### src/hw/rtl/rsts_pkg.sv
package rsts_pkg;

    // Head words of the tags, as they read in little-endian order.
    localparam logic [31:0] TAG_EEPR = 32'h5250_4545;
    localparam logic [31:0] TAG_SRAM = 32'h4D41_5253;
    localparam logic [31:0] TAG_FLAS = 32'h5341_4C46;
    localparam logic [31:0] TAG_SIIR = 32'h5249_4953;

    // Tails of the tags in the following word.
    localparam logic [23:0] TAIL_OM_  = 24'h5F_4D4F;
    localparam logic [31:0] TAIL_H1M_ = 32'h5F4D_3148;
    localparam logic [31:0] TAIL_TC_V = 32'h565F_4354;
    localparam logic [7:0]  TAIL_US   = 8'h5F;
    localparam logic [7:0]  TAIL_H    = 8'h48;

    typedef enum logic [1:0] {
        SAVE_NONE   = 2'd0,
        SAVE_SRAM   = 2'd1,
        SAVE_FLASH  = 2'd2,
        SAVE_EEPROM = 2'd3
    } save_type_t;

    typedef struct packed {
        logic [31:0] word;
        logic        last;
    } in_item_t;

    typedef struct packed {
        logic [1:0] save_type;
        logic       flash_large;
        logic       clock_found;
    } out_item_t;

    // Tag hits for one word pair.
    typedef struct packed {
        logic eeprom;
        logic sram;
        logic flash_large;
        logic flash_small;
        logic clock;
    } tag_hit_t;

endpackage

### src/hw/rtl/rsts_tag_match.sv
module rsts_tag_match
    import rsts_pkg::*;
(
    input  logic [31:0] head,
    input  logic [31:0] tail,
    output tag_hit_t    hit
);

    // Each head word selects one tag; the tail decides whether it completes.
    always_comb begin
        hit = '0;
        hit.eeprom      = (head == TAG_EEPR) && (tail[23:0] == TAIL_OM_);
        hit.sram        = (head == TAG_SRAM) && (tail[7:0] == TAIL_US);
        hit.flash_large = (head == TAG_FLAS) && (tail == TAIL_H1M_);
        // Plain FLASH only counts when the 128 KiB form does not match.
        hit.flash_small = (head == TAG_FLAS) && (tail != TAIL_H1M_)
                          && (tail[7:0] == TAIL_H);
        hit.clock       = (head == TAG_SIIR) && (tail == TAIL_TC_V);
    end

endmodule

### src/hw/rtl/rom_save_type_scanner.sv
// Channel  | Direction | Payload                                  | Handshake
// s_       | in        | word[31:0], last                         | s_valid / s_ready
// m_       | out       | save_type[1:0], flash_large, clock_found | m_valid / m_ready
//
// One word is taken per cycle while s_ready is high; the tag compare against
// the held word sits between the held-word register and the result register.
// A request with last set has its result in the output register in the next cycle.
// Reset (aresetn low, synchronous) clears the held-word valid flag, the scan state and m_valid.
// Only the output register stalls the input: s_ready is low while a result waits and m_ready is low.
module rom_save_type_scanner
    import rsts_pkg::*;
(
    input  logic      aclk,
    input  logic      aresetn,
    input  logic      s_valid,
    output logic      s_ready,
    input  in_item_t  s_payload,
    output logic      m_valid,
    input  logic      m_ready,
    output out_item_t m_payload
);

    logic [31:0] held_word_reg, held_word_next;
    logic        held_valid_reg, held_valid_next;
    save_type_t  found_type_reg, found_type_next;
    logic        found_large_reg, found_large_next;
    logic        found_clock_reg, found_clock_next;
    logic        m_valid_reg, m_valid_next;
    out_item_t   m_payload_reg, m_payload_next;

    tag_hit_t hit;
    logic     s_accept;

    rsts_tag_match u_match (
        .head (held_word_reg),
        .tail (s_payload.word),
        .hit  (hit)
    );

    assign s_ready   = !m_valid_reg || m_ready;
    assign s_accept  = s_valid && s_ready;
    assign m_valid   = m_valid_reg;
    assign m_payload = m_payload_reg;

    // Scan state and result register update.
    always_comb begin
        save_type_t type_upd;
        logic       large_upd;
        logic       clock_upd;

        type_upd  = found_type_reg;
        large_upd = found_large_reg;
        clock_upd = found_clock_reg;

        // The first save tag wins; the clock tag may appear anywhere.
        if (held_valid_reg && found_type_reg == SAVE_NONE) begin
            if (hit.eeprom) begin
                type_upd  = SAVE_EEPROM;
                large_upd = 1'b0;
            end else if (hit.sram) begin
                type_upd  = SAVE_SRAM;
                large_upd = 1'b0;
            end else if (hit.flash_large) begin
                type_upd  = SAVE_FLASH;
                large_upd = 1'b1;
            end else if (hit.flash_small) begin
                type_upd  = SAVE_FLASH;
                large_upd = 1'b0;
            end
        end
        if (held_valid_reg && hit.clock) begin
            clock_upd = 1'b1;
        end

        held_word_next   = held_word_reg;
        held_valid_next  = held_valid_reg;
        found_type_next  = found_type_reg;
        found_large_next = found_large_reg;
        found_clock_next = found_clock_reg;
        m_valid_next     = m_valid_reg && !m_ready;
        m_payload_next   = m_payload_reg;

        if (s_accept) begin
            if (s_payload.last) begin
                // Publish the result and clear the scan for the next image.
                m_valid_next               = 1'b1;
                m_payload_next.save_type   = type_upd;
                m_payload_next.flash_large = (type_upd == SAVE_FLASH) && large_upd;
                m_payload_next.clock_found = clock_upd;
                held_word_next             = '0;
                held_valid_next            = 1'b0;
                found_type_next            = SAVE_NONE;
                found_large_next           = 1'b0;
                found_clock_next           = 1'b0;
            end else begin
                held_word_next   = s_payload.word;
                held_valid_next  = 1'b1;
                found_type_next  = type_upd;
                found_large_next = large_upd;
                found_clock_next = clock_upd;
            end
        end
    end

    // Control registers.
    always_ff @(posedge aclk) begin
        if (!aresetn) begin
            held_valid_reg  <= 1'b0;
            found_type_reg  <= SAVE_NONE;
            found_large_reg <= 1'b0;
            found_clock_reg <= 1'b0;
            m_valid_reg     <= 1'b0;
        end else begin
            held_valid_reg  <= held_valid_next;
            found_type_reg  <= found_type_next;
            found_large_reg <= found_large_next;
            found_clock_reg <= found_clock_next;
            m_valid_reg     <= m_valid_next;
        end
    end

    // Payload registers.
    always_ff @(posedge aclk) begin
        held_word_reg <= held_word_next;
        m_payload_reg <= m_payload_next;
    end

endmodule

### config.mk
export PLATFORM = sky130hd
export DESIGN_NAME = rom_save_type_scanner
export DESIGN_NICKNAME = d
export VERILOG_FILES = /design/src/hw/rtl/rsts_pkg.sv /design/src/hw/rtl/rsts_tag_match.sv /design/src/hw/rtl/rom_save_type_scanner.sv
export SDC_FILE = /design/constraint.sdc
export NUM_CORES = 1
export LEC_CHECK = 0
export BUFFER_PORTS_ARGS = -buffer_cell sky130_fd_sc_hd__buf_2
export CORE_ASPECT_RATIO = 1.25
export CORE_MARGIN = 5
export CORE_UTILIZATION = 56
export CTS_BUF_LIST = sky130_fd_sc_hd__clkbuf_8
export CTS_CLUSTER_DIAMETER = 60
export DETAILED_ROUTE_END_ITERATION = 7
export PLACE_DENSITY = 0.92
export SLEW_MARGIN = 5
export SYNTH_ARGS = -nofsm -noshare
export SYNTH_HDL_FRONTEND = slang
export SYNTH_SLANG_ARGS = --single-unit
### constraint.sdc
create_clock -name aclk -period 2.7 [get_ports aclk]
set_input_delay 0.27 -clock aclk [delete_from_list [all_inputs] [get_ports aclk]]
set_output_delay 0.27 -clock aclk [all_outputs]
set_load 0.01 [all_outputs]
# After elaboration in Yosys (flattened, before gate mapping)
# Cells that the tools add are included.
[op_classes]
n_addsub = 0
multipliers = 0
div_mod_pow = 0
n_lt_le_gt_ge = 0
eq_ne = 11
shifts = 0
n_mux = 17
n_bitwise = 0
n_reduce_logical = 16
[ops]
columns = ["op", "n"]
rows = [
  ["$eq 32x31->1 const B", 6],
  ["$ne 32x31->1 const B", 1],
  ["$eq 24x23->1 const B", 1],
  ["$eq 8x7->1 const B", 2],
  ["$mux 2", 6],
  ["$logic_and 1x1->1", 11],
  ["$mux 1", 11],
  ["$eq 2x2->1 const B", 1],
  ["$logic_not 1->1", 2],
  ["$logic_not 2->1", 1],
  ["$reduce_and 2->1", 1],
  ["$logic_or 1x1->1", 1],
]
[totals]
ff_bits = 42
latch_bits = 0
mem_bits_rw = 0
mem_bits_ro = 0
output_inout_bits = 6
elab_cells = 53
mem_count = 0

# Longest topological paths before layout
[depth]
ltp_word = 10
mapped_depth = 6
depth_no_buf = 6

# Hierarchy
# A second synthesis with hierarchy kept.
[unflattened]
hier_cells = 163
area_unflattened_um2 = 2010.7
[by_module_without_submodules]
columns = ["mod", "instances", "cells_per_inst", "area_per_inst_um2", "seq_area_each_um2"]
rows = [
  ["rom_save_type_scanner", 1, 111, 1635.3, 1201.2],
  ["rsts_tag_match", 1, 52, 375.4, 0.0],
]

# Worst setup path before layout
# No wires, ideal clock.
[synth_timing]
path_type = "reg2reg"
start = "register m_valid_reg, in the netlist m_valid"
end = "register m_payload_reg, in the netlist m_payload[0], enable pin"
arrival_ns = 2.030
setup_slack_ns = 0.362
path_stages_with_launch = 6
path_cell_list = "dfxtp_1 -> nand2b_1 -> and2_1 -> clkbuf_1 -> nand2_1 -> inv_1"
[synth_between]
elab_chain_cells = 4
[synth_rtl]
columns = ["element", "line_no", "source"]
rows = [
  ["start: declaration", "rom_save_type_scanner.sv:28", "logic m_valid_reg, m_valid_next;"],
  ["start signal: assignment", "rom_save_type_scanner.sv:118", "m_valid_reg <= m_valid_next;"],
  ["$logic_not 1->1", "rom_save_type_scanner.sv:40", "assign s_ready = !m_valid_reg || m_ready;"],
  ["$logic_or 1x1->1", "rom_save_type_scanner.sv:40", ""],
  ["named net s_ready", "rom_save_type_scanner.sv:16", "output logic s_ready,"],
  ["$logic_and 1x1->1", "rom_save_type_scanner.sv:41", "assign s_accept = s_valid && s_ready;"],
  ["named net s_accept", "rom_save_type_scanner.sv:32", "logic s_accept;"],
  ["$reduce_and 2->1 (no source line)", "--", ""],
  ["end signal: assignment", "rom_save_type_scanner.sv:125", "m_payload_reg <= m_payload_next;"],
  ["end: declaration", "rom_save_type_scanner.sv:29", "out_item_t m_payload_reg, m_payload_next;"],
]
# The timed path passes the listed nets, and every way through them passes these cells.
# A chain may end at the register's enable or synchronous reset.

# Worst setup path in the final report
[layout_timing]
start = "register held_word_reg[19]"
end = "register found_large_reg"
[layout_between]
elab_chain_cells = 9
word_cells_on_any_way = 14
classes_between = "3 x eq/ne; 6 x mux; 5 x reduce/logical"
[layout_rtl]
columns = ["element", "line_no", "source"]
rows = [
  ["start: declaration", "rom_save_type_scanner.sv:23", "logic [31:0] held_word_reg, held_word_next;"],
  ["start signal: assignment", "rom_save_type_scanner.sv:124", "held_word_reg <= held_word_next;"],
  ["$eq 32x31->1", "rsts_tag_match.sv:14, rsts_tag_match.sv:16", ""],
  ["$logic_and 1x1->1", "rsts_tag_match.sv:16", "hit.flash_small = (head == TAG_FLAS) && (tail != TAIL_H1M_)"],
  ["$logic_and 1x1->1", "rsts_tag_match.sv:17", "&& (tail[7:0] == TAIL_H);"],
  ["$mux 1", "rom_save_type_scanner.sv:66", "end else if (hit.flash_small) begin"],
  ["$mux 1", "rom_save_type_scanner.sv:63", "end else if (hit.flash_large) begin"],
  ["$mux 1", "rom_save_type_scanner.sv:60", "end else if (hit.sram) begin"],
  ["$mux 1 *", "rom_save_type_scanner.sv:57", "if (hit.eeprom) begin"],
  ["$mux 1 *", "rom_save_type_scanner.sv:56", "if (held_valid_reg && found_type_reg == SAVE_NONE) begin"],
  ["$mux 1 *", "rom_save_type_scanner.sv:84", "if (s_payload.last) begin"],
  ["end signal: assignment", "rom_save_type_scanner.sv:116", "found_large_reg <= found_large_next;"],
  ["end: declaration", "rom_save_type_scanner.sv:26", "logic found_large_reg, found_large_next;"],
]
# Mark *: on every way between the ends. The rest lies on a longest branch, timed or not.

==> flow_metrics.tcl <==
set metrics [dict create \
    crit_fanout 3 \
    cts_post_setup_buffers_inserted 0 \
    grt_pass1_vias 1466 \
    antenna_found_initial 0 \
    final_util_pct 67.5 \
    yosys-top-cells-count "edfxtp_1, nor2b_1, nor4_1" \
    wl_met2_mm 1.96 \
    seq_area_frac_synth_pct 58.9 \
    crit_slowest_cell "or3b_2" \
    drive_gt1_share_pct 33.2 \
    synth_top_family_by_area "simple AND/OR/NAND/NOR gates" \
    muxShareOfSynthArea_pct 0 \
    timing_hold_violations_final 0 \
    grt_overflow 0 \
    grt_use_total_pct 17.0 \
    syn-num-nets 197 \
    cts_tree "done" \
    synth_area_per_cell_um2 12.8 \
    cts_resized 0 \
    rows 24 \
    min_path_type "input pin to register" \
    cp_top_family "simple AND/OR/NAND/NOR gates" \
    multi_input_area_um2 813 \
    portBuffers 42 \
    fin_crit_sh_pct 86.0 \
    synth_cells 160 \
    synth-edff-count 36 \
    grt_max_degree 41 \
    netlist_area_mm2 0.00204 \
    critPathBufInv 0 \
    slew_viol_final 0 \
    synth_xor_area_share_pct 0 \
    synthToLayoutAreaGrowth_pct 16.2 \
    p_leak_uw 0.000830 \
    wire_per_inst_um 16.1 \
    worst_pin_slew_ps 611 \
    worstPathCellList "or3b_2 -> nor4b_1 -> nand4_1 -> nor3_1 -> nor4_1 -> o31a_1" \
    wl_met3_um 269 \
    boundaryPins 43 \
    fin_crit_ps 2320 \
    synth_adder_area_share_pct 0 \
    diodes 0 \
    die_width_um 64.0 \
    synth.most_common_cell "edfxtp_1" \
    dpl.hpwl_mm 2.93 \
    postSynth.asyncResetShare_pct 0 \
    cts_sinks 42 \
    finClkSkew_ps 7.15 \
    drc 0 \
    status "finished, final reports clean" \
    highest-signal-layer "met4" \
    end_kind "register" \
    gp_congestion 0.916 \
    synth_warnings 0 \
    core_mm2 0.00351 \
    cap_violations 0 \
    vias 1431 \
    die-area_mm2 0.00496 \
    clockRootBuffer "clkbuf_8" \
    cts_buffers 5 \
    rsz0062_at_grt "false" \
    p_per_area_mw_per_mm2 531 \
    synth_compound_area_share_pct 3.13 \
    grt_pass1_wl_mm 6.61 \
    regArea_mm2 0.00120 \
    route.layer.met1.wl_mm 1.61 \
    worstPathRequired_ps 2890 \
    arrival_ps 2510 \
    critical_path_class "register to register" \
    fmax_mhz 431 \
    synth_top_area_cell "edfxtp_1" \
    clk_pin_slew_ps 80 \
    vias_per_cell 5.86 \
    ys_ff_latch 42 \
    worst_setup_path_start_kind "register" \
    cts.path.max_buffers 2 \
    synth_top_area_share_pct 53.0 \
    cpPeakStageDelay_ps 520 \
    yosys-top-cells-area "edfxtp_1, nor2b_1, dfxtp_1" \
    final_antenna_net_count 0 \
    n_fill_cell 255 \
    layout.nets 242 \
    htree_levels 2 \
    largest_reg_flops 32 \
    dieHeight_um 77.5 \
    peakVddDrop_v 0.000463 \
    drtIter0Drc 39 \
    synth_cell_types 44 \
    drt-pass1-iter-count 4 \
    worstSkewPairLatency_ps 300 \
    finalSetupTns_ps 0 \
    setup_viol 0 \
    wl_mm 3.93 \
    start_util_pct 58.1 \
    ys.flop_type "edfxtp_1" \
    yosys.area_share.simple_pct 36.7 \
    relSlewSlack_pct 59.3 \
    holdBufCountCts 0 \
]
==> power by group <==
| part | total [µW] | leakage [µW] | internal (µW) | switching (µW) |
|---|---|---|---|---|
| sequential | 762 | 0.000411 | 745 | 17.4 |
| clock | 385 | 0.0000362 | 176 | 209 |
| combinational | 113 | 0.000383 | 52.9 | 60.2 |
==> final timing paths <==
| path | from | end | slack, ps | cells past startpoint |
|---|---|---|---|---|
| setup reg to reg | held_word_reg[19] | found_large_reg | 380 | 6 |
| setup / recovery | held_word_reg[19] | found_large_reg | 380 | 6 |
| hold reg to reg | found_clock_reg | found_clock_reg | 500 | 2 |
| hold / removal | aresetn | found_large_reg | 240 | 2 |
==> metrics by stage <==
stage	worst slack (ps)	area [µm²]	total power [µW]	cells	hold WS [ps]
after global placement	455	2290	887	237	483
after detailed placement	385	2290	890	237	487
after floorplan	362	2040	835	160	398
after global routing	282	2370	1320	244	234
after CTS	384	2370	1270	244	229
final	379	2370	1260	244	239
==> layout make-up <==
class	instances	area share, %
Clock inverter	2	0.633
Timing Repair Buffer	43	9.18
Inverter	2	0.316
Multi-Input combinational cell	111	34.3
Clock buffer	5	2.90
Sequential cell	42	50.6
Tap cell	39	2.06
==> kinds of logic after synthesis <==
logic type             Yosys count
and+or+nand+nor                102
DFF                             42
AOI/OAI and AO/OA                9
buffers and inverters            7
==> per-layer routing <==
layer / GRT usage (%) / up-vias
met5: 0 / -
met4: 7.69 / 0
met3: 4.77 / 9
met2: 27.6 / 48
met1: 20.9 / 672
li1: - / 702
==> placed cells by master, fill, tap and decap left out, types with 2 or more instances in the layout <==
cell type and n:
clkbuf_8 5, nand4b_1 4, nand2b_1 3, nor2_1 7
buf_2 42, nand2_1 3, nor2b_1 32, inv_1 2
nor3b_2 2, nor4_1 8, nor4b_1 2, nor3b_1 3
edfxtp_1 36, nand3b_1 3, a21oi_1 2, or4bb_1 2
or3b_1 2, dfxtp_1 6, clkinvlp_4 2, or3b_2 3
or4b_4 2, or2_2 3, nand4_1 7
No activity file was read; power rests on OpenSTA's default activity.
